--- src/sv/assert_macros.svh ---
// ----------------------------------------------------------------------------
// assert_macros.svh
// concurrent assertion macros, empty when built for synthesis
// ----------------------------------------------------------------------------
`ifndef ASSERT_MACROS_SVH
`define ASSERT_MACROS_SVH
`ifndef SYNTHESIS
// same-cycle implication
`define ASSERT_IMPL(label, clk, rst, ante, cons) \
  label: assert property (@(posedge clk) disable iff (rst) (ante) |-> (cons)) \
    else $error("assertion failed");
// next-cycle implication
`define ASSERT_NEXT(label, clk, rst, ante, cons) \
  label: assert property (@(posedge clk) disable iff (rst) (ante) |=> (cons)) \
    else $error("assertion failed");
`else
`define ASSERT_IMPL(label, clk, rst, ante, cons)
`define ASSERT_NEXT(label, clk, rst, ante, cons)
`endif
`endif

--- src/sv/mmm_pkg.sv ---
// ----------------------------------------------------------------------------
// mmm_pkg
// shared types and constants of the matrix multiply unit
// ----------------------------------------------------------------------------
package mmm_pkg;

  localparam int IDX_W     = 3;
  localparam int DIM_W     = 4;
  localparam int REQ_W     = 2;
  localparam int CFG_W     = 2;
  localparam int FRAC_BITS = 16;

  localparam logic [REQ_W-1:0] REQ_WR_A  = 2'd0;
  localparam logic [REQ_W-1:0] REQ_WR_B  = 2'd1;
  localparam logic [REQ_W-1:0] REQ_START = 2'd2;

  localparam logic [CFG_W-1:0] CFG_A_ROWS = 2'd0;
  localparam logic [CFG_W-1:0] CFG_A_COLS = 2'd1;
  localparam logic [CFG_W-1:0] CFG_B_ROWS = 2'd2;
  localparam logic [CFG_W-1:0] CFG_B_COLS = 2'd3;

  typedef struct packed {
    logic             wr_a;
    logic             wr_b;
    logic             rd;
    logic             rd_first;
    logic             rd_last;
    logic             echo;
    logic [IDX_W-1:0] i;
    logic [IDX_W-1:0] j;
    logic [IDX_W-1:0] k;
    logic             elem_last;
  } cmd_t;

  typedef struct packed {
    logic out_busy;
    logic out_taken;
  } status_t;

  function automatic logic [DIM_W-1:0] dim_of(input logic [DIM_W-1:0] x,
                                              input logic [DIM_W-1:0] max_dim);
    logic [DIM_W-1:0] r;
    r = x;
    if (x == '0) begin
      r = DIM_W'(1);
    end else if (x > max_dim) begin
      r = max_dim;
    end
    return r;
  endfunction

endpackage

--- src/sv/mmm_ctrl.sv ---
// ----------------------------------------------------------------------------
// mmm_ctrl
// sequencer: configuration registers, request decode and element loops
// ----------------------------------------------------------------------------
`include "assert_macros.svh"

module mmm_ctrl #(
  parameter int MAX_DIM = 8
) (
  input  logic                         clk,
  input  logic                         rst,
  input  logic                         in_valid,
  output logic                         in_stall,
  input  logic [mmm_pkg::REQ_W-1:0]    req_type,
  input  logic                         cfg_valid,
  output logic                         cfg_ready,
  input  logic [mmm_pkg::CFG_W-1:0]    cfg_index,
  input  logic [mmm_pkg::DIM_W-1:0]    cfg_data,
  input  mmm_pkg::status_t             status,
  output mmm_pkg::cmd_t                cmd
);

  localparam int DW = mmm_pkg::DIM_W;
  localparam int IW = mmm_pkg::IDX_W;
  localparam logic [DW-1:0] MAX_D = DW'(MAX_DIM);

  typedef enum logic [2:0] {
    S_IDLE  = 3'b001,
    S_ISSUE = 3'b010,
    S_WAIT  = 3'b100
  } state_t;

  state_t        state;
  logic [DW-1:0] a_rows, a_cols, b_rows, b_cols;
  logic [IW-1:0] i_cnt, j_cnt, k_cnt;
  logic          err_mode;

  logic [DW-1:0] ar, ac, br, bc, col_lim, k_lim;
  logic          accept, i_last, j_last, k_last, elem_last;

  assign ar = mmm_pkg::dim_of(a_rows, MAX_D);
  assign ac = mmm_pkg::dim_of(a_cols, MAX_D);
  assign br = mmm_pkg::dim_of(b_rows, MAX_D);
  assign bc = mmm_pkg::dim_of(b_cols, MAX_D);

  assign col_lim = err_mode ? ac : bc;
  assign k_lim   = err_mode ? DW'(1) : ac;

  assign i_last    = DW'(i_cnt) == ar - DW'(1);
  assign j_last    = DW'(j_cnt) == col_lim - DW'(1);
  assign k_last    = DW'(k_cnt) == k_lim - DW'(1);
  assign elem_last = i_last && j_last;

  assign in_stall  = (state != S_IDLE);
  assign cfg_ready = 1'b1;
  assign accept    = in_valid && !in_stall;

  always_comb begin
    cmd           = '0;
    cmd.rd        = (state == S_ISSUE);
    cmd.rd_first  = (k_cnt == '0);
    cmd.rd_last   = k_last;
    cmd.echo      = err_mode;
    cmd.i         = i_cnt;
    cmd.j         = j_cnt;
    cmd.k         = k_cnt;
    cmd.elem_last = elem_last;
    if (accept) begin
      case (req_type)
        mmm_pkg::REQ_WR_A: cmd.wr_a = 1'b1;
        mmm_pkg::REQ_WR_B: cmd.wr_b = 1'b1;
        default:           cmd.wr_a = 1'b0;
      endcase
    end
  end

  // configuration registers
  always_ff @(posedge clk) begin
    if (rst) begin
      a_rows <= DW'(8);
      a_cols <= DW'(8);
      b_rows <= DW'(8);
      b_cols <= DW'(8);
    end else if (cfg_valid && cfg_ready) begin
      case (cfg_index)
        mmm_pkg::CFG_A_ROWS: a_rows <= cfg_data;
        mmm_pkg::CFG_A_COLS: a_cols <= cfg_data;
        mmm_pkg::CFG_B_ROWS: b_rows <= cfg_data;
        mmm_pkg::CFG_B_COLS: b_cols <= cfg_data;
        default:             a_rows <= a_rows;
      endcase
    end
  end

  always_ff @(posedge clk) begin
    if (rst) begin
      state    <= S_IDLE;
      i_cnt    <= '0;
      j_cnt    <= '0;
      k_cnt    <= '0;
      err_mode <= 1'b0;
    end else begin
      case (state)
        S_IDLE: begin
          if (accept && req_type == mmm_pkg::REQ_START) begin
            state    <= S_ISSUE;
            i_cnt    <= '0;
            j_cnt    <= '0;
            k_cnt    <= '0;
            err_mode <= (ac != br);
          end
        end
        S_ISSUE: begin
          if (k_last) begin
            k_cnt <= '0;
            state <= S_WAIT;
          end else begin
            k_cnt <= k_cnt + IW'(1);
          end
        end
        S_WAIT: begin
          if (status.out_taken) begin
            if (elem_last) begin
              state <= S_IDLE;
            end else begin
              state <= S_ISSUE;
              if (j_last) begin
                j_cnt <= '0;
                i_cnt <= i_cnt + IW'(1);
              end else begin
                j_cnt <= j_cnt + IW'(1);
              end
            end
          end
        end
        default: state <= S_IDLE;
      endcase
    end
  end

  `ASSERT_IMPL(a_k_in_range, clk, rst, state == S_ISSUE, DW'(k_cnt) < k_lim)
  `ASSERT_NEXT(a_idle_after_final, clk, rst, status.out_taken && elem_last, state == S_IDLE)
  `ASSERT_IMPL(a_idle_out_empty, clk, rst, state == S_IDLE, !status.out_busy)

endmodule

--- config.mk ---
export PLATFORM = sky130hd
export DESIGN_NAME = mmm_ctrl
export DESIGN_NICKNAME = d
export VERILOG_FILES = /design/src/sv/mmm_pkg.sv /design/src/sv/mmm_ctrl.sv
export VERILOG_INCLUDE_DIRS = /design/src /design/src/sv
export SDC_FILE = /design/constraint.sdc
export NUM_CORES = 1
export LEC_CHECK = 0
export BUFFER_PORTS_ARGS = -buffer_cell sky130_fd_sc_hd__clkbuf_2
export CAP_MARGIN = 10
export CORE_MARGIN = 5
export CORE_UTILIZATION = 59
export CTS_BUF_LIST = sky130_fd_sc_hd__clkbuf_16
export DETAILED_ROUTE_END_ITERATION = 16
export GPL_ROUTABILITY_DRIVEN = 0
export GPL_TIMING_DRIVEN = 0
export PLACE_DENSITY = 0.84
export SYNTH_ARGS = -nofsm -noshare
export SYNTH_HDL_FRONTEND = slang
export SYNTH_SLANG_ARGS = --single-unit
--- constraint.sdc ---
create_clock -name clk -period 5 [get_ports clk]
set_clock_uncertainty 0.2 [all_clocks]
set_input_delay 1 -clock clk [delete_from_list [all_inputs] [get_ports clk]]
set_output_delay 1 -clock clk [all_outputs]
set_load 0.01 [all_outputs]
* After elaboration in Yosys (flattened, before gate mapping)
Index checks and enable logic that the tools add are counted.
Widths: inputs -> output; s select.
** Storage, ports and cells
- Register bits after elaboration :: 29
- Bits in latches :: 0
- RAM bits :: 0
- Bits in read-only memories :: 0
- Input bits :: 14
- Output and inout bits :: 18
- Logic and storage cells :: 88
- Memories :: 0
** Cells by class
- $add $sub $neg :: 6
- Multipliers :: 0
- Divide/modulo/power cells :: 0
- Order comparisons :: 4
- Eq/ne operators :: 18
- Shift operators :: 0
- Mux-type cells :: 29
- Bitwise gates (word level) :: 0
- Reduce and logical (&&, ||, !) cells :: 22
** Operators by type and width (number)
- $mux 4 :: 10
- $mux 3 :: 11
- $pmux 3 s2 :: 3
- $gt 4x4->1 const B :: 4
- $logic_not 4->1 :: 4
- $eq 3x4->1 :: 3
- $reduce_and 2->1 :: 6
- $sub 4x1->4 const B :: 3
- $add 3x1->3 const B :: 3
- $pmux 3 s3 :: 1
- $ne 2x2->1 const B :: 4
- $eq 2x2->1 const B :: 3
- $reduce_and 5->1 :: 1
- $eq 2x1->1 const B :: 2
- $logic_not 2->1 :: 2
- $mux 2 :: 2
- $ne 4x4->1 :: 1
- $reduce_and 4->1 :: 1
- $reduce_bool 2->1 :: 2
- $eq 3x1->1 const B :: 1
- $eq 3x2->1 const B :: 1
- $eq 3x3->1 const B :: 1
- $logic_and 1x1->1 :: 3
- $logic_not 3->1 :: 1
- other kinds (5) :: 6

* Longest topological paths before layout
Gate-level depths: netlist of the first run.
- Depth after elaboration :: 10
- Depth in mapped cells :: 10
- Gate-level depth less buffers :: 9

* Worst setup path after synthesis of the first run
OpenSTA, ideal clock, no wires.
- Kind :: flip-flop to output port
- Start point :: register err_mode
- End point :: output port cmd[0] in the netlist's numbering
- Data arrival time :: 1.616 ns
- Required time :: 3.800 ns
- Path slack :: 2.184 ns
- Cell stages (with the launch flop) :: 9
- Buffers on the path :: 2
- Path through :: dfxtp_1 buf_6 nor3b_2 a31oi_2 xnor2_2 xor2_1 a2bb2oi_2 nor2_1 buf_4
** On the way
- Word-level cells in the longest chain between the ends :: 4
** RTL lines
- from (decl) :: RTL line mmm_ctrl.sv:36 : logic err_mode;
- from (signal assigned) :: RTL line mmm_ctrl.sv:110 : err_mode <= (ac != br);
- $mux 4 :: RTL line mmm_ctrl.sv:46 : assign col_lim = err_mode ? ac : bc;
- $sub 4x1->4 :: RTL line mmm_ctrl.sv:50 : assign j_last = DW'(j_cnt) == col_lim - DW'(1);
- $eq 3x4->1 :: RTL line mmm_ctrl.sv:50
- $logic_and 1x1->1 :: RTL line mmm_ctrl.sv:52 : assign elem_last = i_last && j_last;
- to (decl) :: RTL line mmm_ctrl.sv:20 : output mmm_pkg::cmd_t cmd
No other way between the ends.

* Worst setup path in the final report of the first run
Ends and elaborated chain as after synthesis.

==> impl_results.md, run 1 <==
- Outcome: complete, no violations
- Total number of vias: 1,561
- Count of inserted antenna diode cells: 0
- Worst-case vdd ir drop: around 0.20 mV
- Slew margin rel.: 0.456
- Post-CTS Resized: 0
- Post-CTS Hold Fix Bufs: 0
- Setup repair after global routing missed its margin: false
- Number of nets produced by synthesis: 225
- Via count of the first global-routing pass: 1,521
- Initial antenna violation count: 0
- Relative area change from synthesis to final layout: 17.8%
- Global-route wire length before repair: 6730 um
- Deepest clock path buffer count: 2
- Least-Margin Pin Slew: 0.814 ns
- Per-cell routed wire length: 14.1 um
- P_leak: 0.000925 uW
- Latest clock arrival within the worst-skew pair: 0.27 ns
- Cell area after placement: 1970 um^2
- I/O pin total: 32
- Worst setup timing slack at the placement stage: between 1.5 and 2 ns
- Cell area after technology mapping: ~1800 um^2
- Layout filler cell count: about 230
- Max-capacitance violation count: 0
- Cell types with the highest counts after synthesis: 30 x nor2_1, 29 x dfxtp_1, 13 x mux2i_1, 12 x nand2_1, 10 x inv_1
- Post-Route WL: 3860 um
- First-iteration detailed-routing DRC count: 73
- Post-DRT Antenna Nets: 0
- Critical path endpoint category: output pin
- Post-synthesis area per instance: 8.72 um^2
- Remaining global-route overflow: 0
- Startpoint type of the worst setup path: flop
- Proportion of synthesized chip area in sequential cells: 0.325
- Most instantiated library cell after synthesis: nor2_1
- Power density normalized to cell area: 282 nW/um^2
- Type of the most critical hold path: flop to flop
- Number of slew-limit violations in the final report: 0
- First-pass iteration count of the detailed router: 4
- Buffer type at the clock tree root: clkbuf_16
- Share of cells above drive strength 1: 0.224
- Die area: approximately 4200 um^2
- Clock buffers created by TritonCTS: 5
- Starting density of the core: 0.600
- # clock sinks: 29
- Maximum number of pins on one net before global-route repair: 11
- Die outline width: 65.0 um
- Htree depth: 2
- Core outline area: 2980 um^2
- Placement Rows: 20
- Count of flip-flops with a built-in enable after synthesis: 0
- Number of nets in the layout: between 200 and 300
- Setup CP Type: flop to output pin
- Final setup fails: 0
- Most instantiated flip-flop cell in the synthesis netlist: dfxtp_1
- Die Y: 65.0 um
- Global-route track usage on met2: 0.342
- Design Area, Final: 2100 um^2
- Via-to-Cell Ratio: 5.70
- Met3 Track Usage GR: 0.0589
- Accumulated negative setup slack: 0 ns
- Req. time, crit path: roughly 3.8 ns
- Buffers inserted by post-CTS timing repair: 0
- Global Route met1 Usage: 0.245
- Fraction of synthesized cell area taken by the top area cell type: 0.325
- Final cycle utilization of the critical path: 0.678
- Worst slack on hold paths: 0.299 ns
- Biggest area contributors in the synthesized netlist: dfxtp_1 32%, mux2i_1 7.3%, nor2_1 6.3%
- Signal arrival time at the worst endpoint: 2.19 ns
- Maximum fanout count along the critical path: 9
- F_max: 295 MHz
- Final period demand of the worst path: between 3 and 4 ns
- Most congested layer reported by global routing: met2
- I/O Buffers: 28
- Share of flip-flops with an asynchronous set or reset after synthesis: 0
- Setup slack on the worst flop-to-flop path: 2.51 ns
- Count of warnings emitted by yosys: 0
- Final worst setup slack: 1.61 ns
- Synthesized instance count: 205
- Post-synthesis register bit count: 29
- Hpwl dp: 2850 um
- CTS tree: yes
- Distinct cell type count after synthesis: 52
- Top cell type by total area after synthesis: dfxtp_1
- Clock slew at reported path FFs: 0.05 ns
- Hold Violations, Final: 0
- Total GRT Usage: 0.206
- DR DRC count: 0
-- metal layers --
metal  vias to the layer above  wire, um
met1                       709      1720
met3                         9       233
met5                         -         0
li1                        792         -
met4                         0        83
met2                        51      1820
-- stage by stage --
| stage | util | power, uW | instances |
|---|---|---|---|
| floorplan | - | 303 | 205 |
| global placement | 0.661 | 322 | 266 |
| detailed placement | 0.661 | 325 | 266 |
| CTS | 0.707 | 597 | 274 |
| global route | 0.707 | 618 | 274 |
| finish | 0.707 | 593 | 274 |
-- worst max-delay path, cell delays in order, from the launching register on --
cell	delay, ns
dfxtp_1	0.31
buf_6	0.14
nor3b_2	0.21
a31oi_2	0.08
xnor2_2	0.23
xor2_1	0.27
a2bb2oi_2	0.36
nor2_1	0.07
buf_4	0.13
clkbuf_2	0.11
-- report_power, final --
group	switching (uW)	total [uW]	internal [uW]
logic	43.1	76.0	32.9
clock network	94.0	272	178
registers	6.12	245	239
total	143	593	449
-- cells by family (layout without fill, tap and decap cells) --
| family | Yosys count | after routing | share of synthesized area |
|---|---|---|---|
| simple gates | 78 | 78 | 0.230 |
| compound gates | 43 | 43 | 0.185 |
| flops | 29 | 29 | 0.325 |
| buf+inv | 22 | 58 | 0.0700 |
| mux | 14 | 14 | 0.0791 |
| xor+xnor | 12 | 12 | 0.0672 |
| fa+ha+maj | 6 | 6 | 0.0420 |
| other cells | 1 | 1 | 0.00210 |
-- path summary, 6_finish.rpt --
kind	start	depth (start not counted)	endpoint
setup / recovery	err_mode	9	cmd[0]
hold / removal	b_cols[0]	2	b_cols[0]
setup reg to reg	a_cols[1]	10	k_cnt[2]
hold reg to reg	b_cols[0]	2	b_cols[0]
-- sequential cells by signal, indices dropped and copies added, names as in the netlist --
register	flops
b_rows	4
a_rows	4
a_cols	4
state	3
b_cols	4
k_cnt	3
err_mode	1
i_cnt	3
j_cnt	3
-- area by class of cell --
cell class | count | area [um^2] | share of cell area
Multi-Input combinational cell | 154 | 1080 | 0.514
Timing Repair Buffer | 28 | 140 | 0.0666
Sequential cell | 29 | 581 | 0.276
Buffer | 11 | 83.8 | 0.0398
Tap cell | 33 | 41.3 | 0.0196
Clock inverter | 3 | 11.3 | 0.00535
Clock buffer | 5 | 125 | 0.0595
Inverter | 11 | 41.3 | 0.0196
-- cell usage in the layout, fill, tap and decap left out, types with 2 or more instances in the layout --
cell type / netlist / layout
nor3b_1: 2 / 2
nand3b_1: 3 / 3
nand3_1: 8 / 8
xnor2_1: 7 / 7
a211o_1: 4 / 4
a21oi_1: 8 / 8
nand2_1: 12 / 12
inv_1: 10 / 13
buf_6: 2 / 2
nand2b_1: 2 / 2
o2bb2ai_1: 3 / 3
o211ai_1: 2 / 2
a211oi_1: 2 / 2
a311oi_1: 2 / 2
clkbuf_16: 0 / 5
xor2_1: 3 / 3
o21bai_1: 3 / 3
dfxtp_1: 29 / 29
clkbuf_2: 0 / 28
xnor2_2: 2 / 2
buf_4: 5 / 5
a31oi_1: 3 / 3
clkbuf_1: 3 / 3
and2_1: 3 / 3
nor3_1: 2 / 2
o21ai_0: 6 / 6
nor2b_1: 5 / 5
ha_1: 6 / 6
nor3b_2: 2 / 2
nor2_1: 30 / 30
mux2i_1: 13 / 13
Power figures use the tool's default switching activity.
==> run 2, diff against run 1 <==
--- a/config.mk
+++ b/config.mk
@@ -6,15 +6,16 @@
 export SDC_FILE = /design/constraint.sdc
 export NUM_CORES = 1
 export LEC_CHECK = 0
+export ABC_AREA = 1
 export BUFFER_PORTS_ARGS = -buffer_cell sky130_fd_sc_hd__clkbuf_2
 export CAP_MARGIN = 10
 export CORE_MARGIN = 5
-export CORE_UTILIZATION = 59
+export CORE_UTILIZATION = 56
 export CTS_BUF_LIST = sky130_fd_sc_hd__clkbuf_16
 export DETAILED_ROUTE_END_ITERATION = 16
 export GPL_ROUTABILITY_DRIVEN = 0
 export GPL_TIMING_DRIVEN = 0
-export PLACE_DENSITY = 0.84
+export PLACE_DENSITY = 0.8
 export SYNTH_ARGS = -nofsm -noshare
 export SYNTH_HDL_FRONTEND = slang
 export SYNTH_SLANG_ARGS = --single-unit
==> constraint.sdc (replaced) <==
create_clock -name clk -period 3.45 [get_ports clk]
set_clock_uncertainty 0.2 [all_clocks]
set_input_delay 0.69 -clock clk [delete_from_list [all_inputs] [get_ports clk]]
set_output_delay 0.69 -clock clk [all_outputs]
set_load 0.01 [all_outputs]
==> run 2 against run 1 <==
Compared with the run above: register-to-register slack lost 1.4 ns; synthesized cell count grew 30%; final cell count grew 27%; critical path type unchanged; power grew 140%; core utilization shrank 3.9 points; clock power grew 45%.
==> impl_results.md, run 2 <==
- Outcome: complete, no violations (unchanged)
- Number of nets in the layout: 322 (was 260)
- Initial antenna violation count: 0 (unchanged)
- Count of inserted antenna diode cells: 0 (unchanged)
- Global-route wire length before repair: 6860 um (was 6730 um)
- Most common library cell in the layout ignoring fill and taps: nand2_1 (was nor2_1)
- Starting density of the core: 0.565 (was 0.600)
- Count of flip-flops with a built-in enable after synthesis: 0 (unchanged)
- Buffer type at the clock tree root: clkbuf_16 (unchanged)
- Post-synthesis area per instance: 6.98 um^2 (was 8.72 um^2)
- Cell types with the highest counts after synthesis: 45 x nand2_1, 40 x inv_1, 29 x dfxtp_1, 28 x nor2_1, 18 x o21ai_0 (was 30 x nor2_1, 29 x dfxtp_1, 13 x mux2i_1, 12 x nand2_1, 10 x inv_1)
- Remaining global-route overflow: 0 (unchanged)
- Setup repair after global routing missed its margin: false (unchanged)
- First-pass iteration count of the detailed router: 4 (unchanged)
- I/O Buffers: 29 (was 28)
- Least-Margin Pin Slew: 0.571 ns (was 0.814 ns)
- Post-DRT Antenna Nets: 0 (unchanged)
- Top cell type by total area after synthesis: dfxtp_1 (unchanged)
- Biggest area contributors in the synthesized netlist: dfxtp_1 31%, nand2_1 9.1%, inv_1 8.1% (was dfxtp_1 32%, mux2i_1 7.3%, nor2_1 6.3%)
- Cell area after placement: 2060 um^2 (was 1970 um^2)
- Final cycle utilization of the critical path: 0.880
- Post-CTS Hold Fix Bufs: 0 (unchanged)
- Hpwl dp: 3050 um (was 2850 um)
- Htree depth: 2 (unchanged)
- Total net switching power: 537 uW (was 143 uW)
- Total GRT Usage: 0.197 (was 0.206)
- Sequential group share of total power: 0.304 (was 0.413)
- Die area: 4560 um^2 (was 4230 um^2)
- Per-cell routed wire length: 11.6 um (was 14.1 um)
- Internal power component: 874 uW (was 449 uW)
- Maximum number of pins on one net before global-route repair: 11 (unchanged)
- Critical path cell sequence: o21a_1 > nor2_1 > inv_1 > ha_1 > xnor2_1 > xor2_1 > nand3_1 > nor2_1 > nand3_1 > inv_1 > buf_4 > clkbuf_2 (was buf_6 > nor3b_2 > a31oi_2 > xnor2_2 > xor2_1 > a2bb2oi_2 > nor2_1 > buf_4 > clkbuf_2)
- Sw Ratio: 0.381 (was 0.242)
- Relative area change from synthesis to final layout: 18.3% (was 17.8%)
- Signal arrival time at the worst endpoint: 2.15 ns (was 2.19 ns)
- Critical path endpoint category: output pin (unchanged)
- Core outline area: 3280 um^2 (was 2980 um^2)
- Maximum fanout count along the critical path: 3 (was 9)
- Synthesized instance count: 266 (was 205)
- Distinct cell type count after synthesis: 32 (was 52)
- Peak per-stage delay on the critical path: 0.31 ns (was 0.36 ns)
- Die Y: 67.6 um (was 65.0 um)
- Share of cells above drive strength 1: 0.241 (was 0.224)
- Via count of the first global-routing pass: 1,644 (was 1,521)
- Proportion of synthesized chip area in sequential cells: 0.313 (was 0.325)
- F_max: approximately 330 MHz
- Final setup fails: 0 (unchanged)
- Clock slew at reported path FFs: 0.04 ns (was 0.05 ns)
- Fraction of synthesized cell area taken by the top area cell type: 0.313 (was 0.325)
- CTS tree: yes (unchanged)
- Placement Rows: 21 (was 20)
- Slew margin rel.: 0.616 (was 0.456)
- Req. time, crit path: 2.56 ns (was 3.80 ns)
- Setup CP Type: flop to output pin (unchanged)
- Buffers inserted by post-CTS timing repair: 0 (unchanged)
- Design Area, Final: 2190 um^2 (was 2100 um^2)
- Fin cells: 349 (was 274)
- Clock buffers created by TritonCTS: 5 (unchanged)
- Cell area after technology mapping: 1860 um^2 (was 1790 um^2)
- First-iteration detailed-routing DRC count: 60 (was 73)
- Gate power share: 0.416 (was 0.128)
- Post-CTS Resized: 0 (unchanged)
- Die outline width: 67.6 um (was 65.0 um)
- Accumulated negative setup slack: 0 ns (unchanged)
- Number of nets produced by synthesis: 286 (was 225)
- DR DRC count: 0 (unchanged)
- Number of slew-limit violations in the final report: 0 (unchanged)
- Worst-case vdd ir drop: 0.316 mV (was 0.203 mV)
- Final period demand of the worst path: 3.04 ns
- I/O pin total: 32 (unchanged)
- Via-to-Cell Ratio: 5.11 (was 5.70)
- Buffers & Inverters on Critical Path: 4 (was 3)
- Portion of total power attributed to the clock network: 0.280 (was 0.459)
- Post-synthesis register bit count: 29 (unchanged)
- Post-Route WL: 4060 um (was 3860 um)
- Max-capacitance violation count: 0 (unchanged)
- Startpoint type of the worst setup path: flop (unchanged)
- Count of warnings emitted by yosys: 0 (unchanged)
- Power density normalized to cell area: 643 nW/um^2 (was 282 nW/um^2)
- Hold Violations, Final: 0 (unchanged)
- Latest clock arrival within the worst-skew pair: 0.27 ns (about the same)
- Commonest cells after routing, fill and taps aside: 45 x nand2_1, 43 x inv_1, 29 x dfxtp_1, 29 x clkbuf_2, 28 x nor2_1 (was 30 x nor2_1, 29 x dfxtp_1, 28 x clkbuf_2, 13 x inv_1, 13 x mux2i_1)
- Share of flip-flops with an asynchronous set or reset after synthesis: 0 (unchanged)
- Type of the most critical hold path: flop to flop (unchanged)
- # clock sinks: 29 (unchanged)
- Cell total after placement: 341 (was 266)
- Most instantiated flip-flop cell in the synthesis netlist: dfxtp_1 (unchanged)
- Total number of vias: 1,783 (was 1,561)
- Deepest clock path buffer count: 2 (unchanged)
- Critical-path top delay cell: dfxtp_1 (was a2bb2oi_2)
- Delay-heaviest family, CP: simple AND/OR/NAND/NOR gates (was XOR/XNOR gates)
- P_leak: 0.00111 uW (was 0.000925 uW)
- Most instantiated library cell after synthesis: nand2_1 (was nor2_1)
run 2: final cells by class:
cell class              count  area [um^2]
well taps                  46         57.6
clock inverters             3         11.3
inverters                  47          176
repair buffers             29          145
clock buffers               5          125
multi-input cells         182         1040
flip-flops and latches     29          581
fillers                   280         1090
plain buffers               8         61.3
run 2: routing by layer:
layer  track usage  up-vias  part of all wire
met5             0        -                 0
met4        0.0608        0             0.018
met3        0.0499        7             0.053
met2         0.356       50              0.49
met1         0.223      798              0.44
li1              -      928                 -
run 2: through the flow:
step / hold WS (ns) / power [uW] / utilization / worst slack (ns)
2_1_floorplan: 0.229 / 893 / - / 0.944
3_3_place_gp: 0.253 / 1010 / 0.627 / 0.758
3_5_place_dp: 0.262 / 1020 / 0.627 / 0.734
4_1_cts: 0.269 / 1420 / 0.668 / 0.405
5_1_grt: 0.306 / 1520 / 0.668 / 0.241
6_report: 0.267 / 1410 / 0.668 / 0.414
run 2: worst paths after layout:
| check | start | end | slack, ns | cells after the start |
|---|---|---|---|---|
| setup reg to reg | a_rows[1] | j_cnt[1] | 1.11 | 14 |
| hold / removal | a_rows[0] | a_rows[0] | 0.27 | 2 |
| setup / recovery | a_rows[1] | cmd[0] | 0.41 | 12 |
| hold reg to reg | a_rows[0] | a_rows[0] | 0.27 | 2 |
run 2: power by group through the flow:
stage	Clock (uW)	Sequential, uW	Combinational (uW)
after floorplan	0	438	455
after global placement	0	434	572
after detailed placement	0	436	585
final	395	430	587
after global routing	418	436	669
after CTS	399	430	590
run 2: kinds of logic after synthesis:
kind of cell | Yosys count | share of synthesized area
compound gates | 46 | 0.148
flops | 29 | 0.313
simple gates | 120 | 0.326
fa+ha+maj | 6 | 0.0405
buf+inv | 55 | 0.128
other cells | 1 | 0.00202
xor+xnor | 9 | 0.0425
run 2: worst reg2reg max path: cells and delay by family, from the launching register on:
kind	cells	cell delay (ns)
AND/OR/NAND/NOR	8	0.73
XOR/XNOR	2	0.35
AO/OA/AOI/OAI	1	0.18
flip-flops	1	0.31
buffers and inverters	2	0.23
adder cells (fa/ha/maj)	1	0.21
==> run 3, diff against run 2 <==
--- a/config.mk
+++ b/config.mk
@@ -16,6 +16,7 @@
 export GPL_ROUTABILITY_DRIVEN = 0
 export GPL_TIMING_DRIVEN = 0
 export PLACE_DENSITY = 0.8
+export REMOVE_ABC_BUFFERS = 1
 export SYNTH_ARGS = -nofsm -noshare
 export SYNTH_HDL_FRONTEND = slang
 export SYNTH_SLANG_ARGS = --single-unit
==> run 3 against run 2 <==
Compared with the run above: hold slack got worse by 0.011 ns; die area unchanged; clock power barely moved; routed wire length down 10%; sequential share of layout area up 0.81 points; critical path type unchanged.
==> impl_results.md, run 3 (synthesized netlist as in run 2, its figures left out) <==
- Outcome: complete, no violations (unchanged)
- I/O Buffers: 29 (unchanged)
- Die area: 4560 um^2 (unchanged)
- Worst-case vdd ir drop: 0.348 mV (was 0.316 mV)
- Delay-heaviest family, CP: simple AND/OR/NAND/NOR gates (unchanged)
- Initial antenna violation count: 0 (unchanged)
- Deepest clock path buffer count: 2 (unchanged)
- Number of slew-limit violations in the final report: 0 (unchanged)
- Per-cell routed wire length: 10.8 um (was 11.6 um)
- Relative area change from synthesis to final layout: 14.8% (was 18.3%)
- Htree depth: 2 (unchanged)
- Final core utilization: 0.648 (was 0.668)
- Post-DRT Antenna Nets: 0 (unchanged)
- P_leak: 0.00107 uW (was 0.00111 uW)
- Final cycle utilization of the critical path: 0.849 (was 0.880)
- First-iteration detailed-routing DRC count: 61 (was 60)
- Max-capacitance violation count: 0 (unchanged)
- I/O pin total: 32 (unchanged)
- Placement Rows: 21 (unchanged)
- Via-to-Cell Ratio: 4.96 (was 5.11)
- DR DRC count: 0 (unchanged)
- Signal arrival time at the worst endpoint: 2.04 ns (was 2.15 ns)
- Final setup fails: 0 (unchanged)
- Worst setup timing slack at the placement stage: 0.802 ns (was 0.734 ns)
- Critical path cell sequence: o21a_1 > nor2_1 > inv_1 > ha_1 > xnor2_1 > xor2_1 > nand3_1 > nor2_1 > nand3_1 > inv_1 > clkbuf_2 (was o21a_1 > nor2_1 > inv_1 > ha_1 > xnor2_1 > xor2_1 > nand3_1 > nor2_1 > nand3_1 > inv_1 > buf_4 > clkbuf_2)
- Setup repair after global routing missed its margin: false (unchanged)
- Post-CTS Hold Fix Bufs: 0 (unchanged)
- CTS tree: yes (unchanged)
- Remaining global-route overflow: 0 (unchanged)
- # clock sinks: 29 (unchanged)
- Count of inserted antenna diode cells: 0 (unchanged)
- Core outline area: 3280 um^2 (unchanged)
- Total number of vias: 1,685 (was 1,783)
- Power density normalized to cell area: 654 nW/um^2 (was 643 nW/um^2)
- Buffers inserted by post-CTS timing repair: 0 (unchanged)
- First-pass iteration count of the detailed router: 4 (unchanged)
- Req. time, crit path: 2.56 ns (about the same)
- F_max: 341 MHz (was 329 MHz)
- Share of cells above drive strength 1: 0.224 (was 0.241)
- Clock slew at reported path FFs: 0.05 ns (was 0.04 ns)
- Via count of the first global-routing pass: 1,473 (was 1,644)
- Hold Violations, Final: 0 (unchanged)
- Hpwl dp: 2760 um (was 3050 um)
- Final worst setup slack: 0.520 ns (was 0.414 ns)
- Starting density of the core: 0.565 (unchanged)
- Most common library cell in the layout ignoring fill and taps: nand2_1 (unchanged)
- Clock buffers created by TritonCTS: 5 (unchanged)
- Startpoint type of the worst setup path: flop (unchanged)
- Maximum number of pins on one net before global-route repair: 25 (was 11)
- Buffers & Inverters on Critical Path: 3 (was 4)
- Buffer type at the clock tree root: clkbuf_16 (unchanged)
- Post-CTS Resized: 0 (unchanged)
- Overall Power: 1390 uW (was 1410 uW)
- Commonest cells after routing, fill and taps aside: 45 x nand2_1, 41 x inv_1, 29 x dfxtp_1, 29 x clkbuf_2, 28 x nor2_1 (was 45 x nand2_1, 43 x inv_1, 29 x dfxtp_1, 29 x clkbuf_2, 28 x nor2_1)
- Setup CP Type: flop to output pin (unchanged)
- Number of nets in the layout: 314 (was 322)
- Total GRT Usage: 0.181 (was 0.197)
- Maximum fanout count along the critical path: 3 (unchanged)
- Die Y: 67.6 um (unchanged)
- Peak per-stage delay on the critical path: 0.31 ns (about the same)
- Global-route wire length before repair: 6250 um (was 6860 um)
- Final period demand of the worst path: 2.93 ns (was 3.04 ns)
- Critical-path top delay cell: dfxtp_1 (unchanged)
- Accumulated negative setup slack: 0 ns (unchanged)
- Die outline width: 67.6 um (unchanged)
- Critical path endpoint category: output pin (unchanged)
- Post-Route WL: 3660 um (was 4060 um)
- Type of the most critical hold path: flop to flop (unchanged)
- Slew margin rel.: 0.553 (was 0.616)
- Least-Margin Pin Slew: 0.670 ns (was 0.571 ns)
- Latest clock arrival within the worst-skew pair: 0.27 ns (about the same)
-- run 3: worst min-delay path: cells and delay by family (launching register included) --
family	cells	cell delay [ns]
AO/OA/AOI/OAI	1	0.06
buffers and inverters	1	0.06
flip-flops	1	0.29
-- run 3: worst paths after layout --
check             startpoint   endpoint  slack, ns  cells past startpoint
setup / recovery   a_rows[1]     cmd[0]       0.52                     11
setup reg to reg   a_rows[1]   j_cnt[1]       1.16                     13
hold reg to reg    a_rows[0]  a_rows[0]       0.26                      2
hold / removal     a_rows[0]  a_rows[0]       0.26                      2
-- run 3: layout make-up --
type	instances	area [um^2]
clock buffer	5	125
clock inverter	2	7.51
fill	294	1150
inverter	47	176
multi-input combinational	182	1040
sequential	29	581
tap	46	57.6
timing repair buffer	29	145
-- run 3: per-layer routing --
| metal | vias to the layer above | track usage | part of all wire |
|---|---|---|---|
| li1 | 904 | - | - |
| met1 | 739 | 0.221 | 0.47 |
| met2 | 34 | 0.296 | 0.47 |
| met3 | 8 | 0.0549 | 0.043 |
| met4 | 0 | 0.0684 | 0.016 |
| met5 | - | 0 | 0 |
-- run 3: stage by stage --
stage	hold slack, ns	cells	instance area (um^2)
after global routing	0.293	340	2130
after global placement	0.252	333	2000
after CTS	0.263	340	2130
after floorplan	0.232	258	1790
final	0.256	340	2130
after detailed placement	0.255	333	2000
-- run 3: power by group --
part,internal (uW),switching [uW]
logic,224,341
registers,386,46.8
clock network,256,138
total,867,525
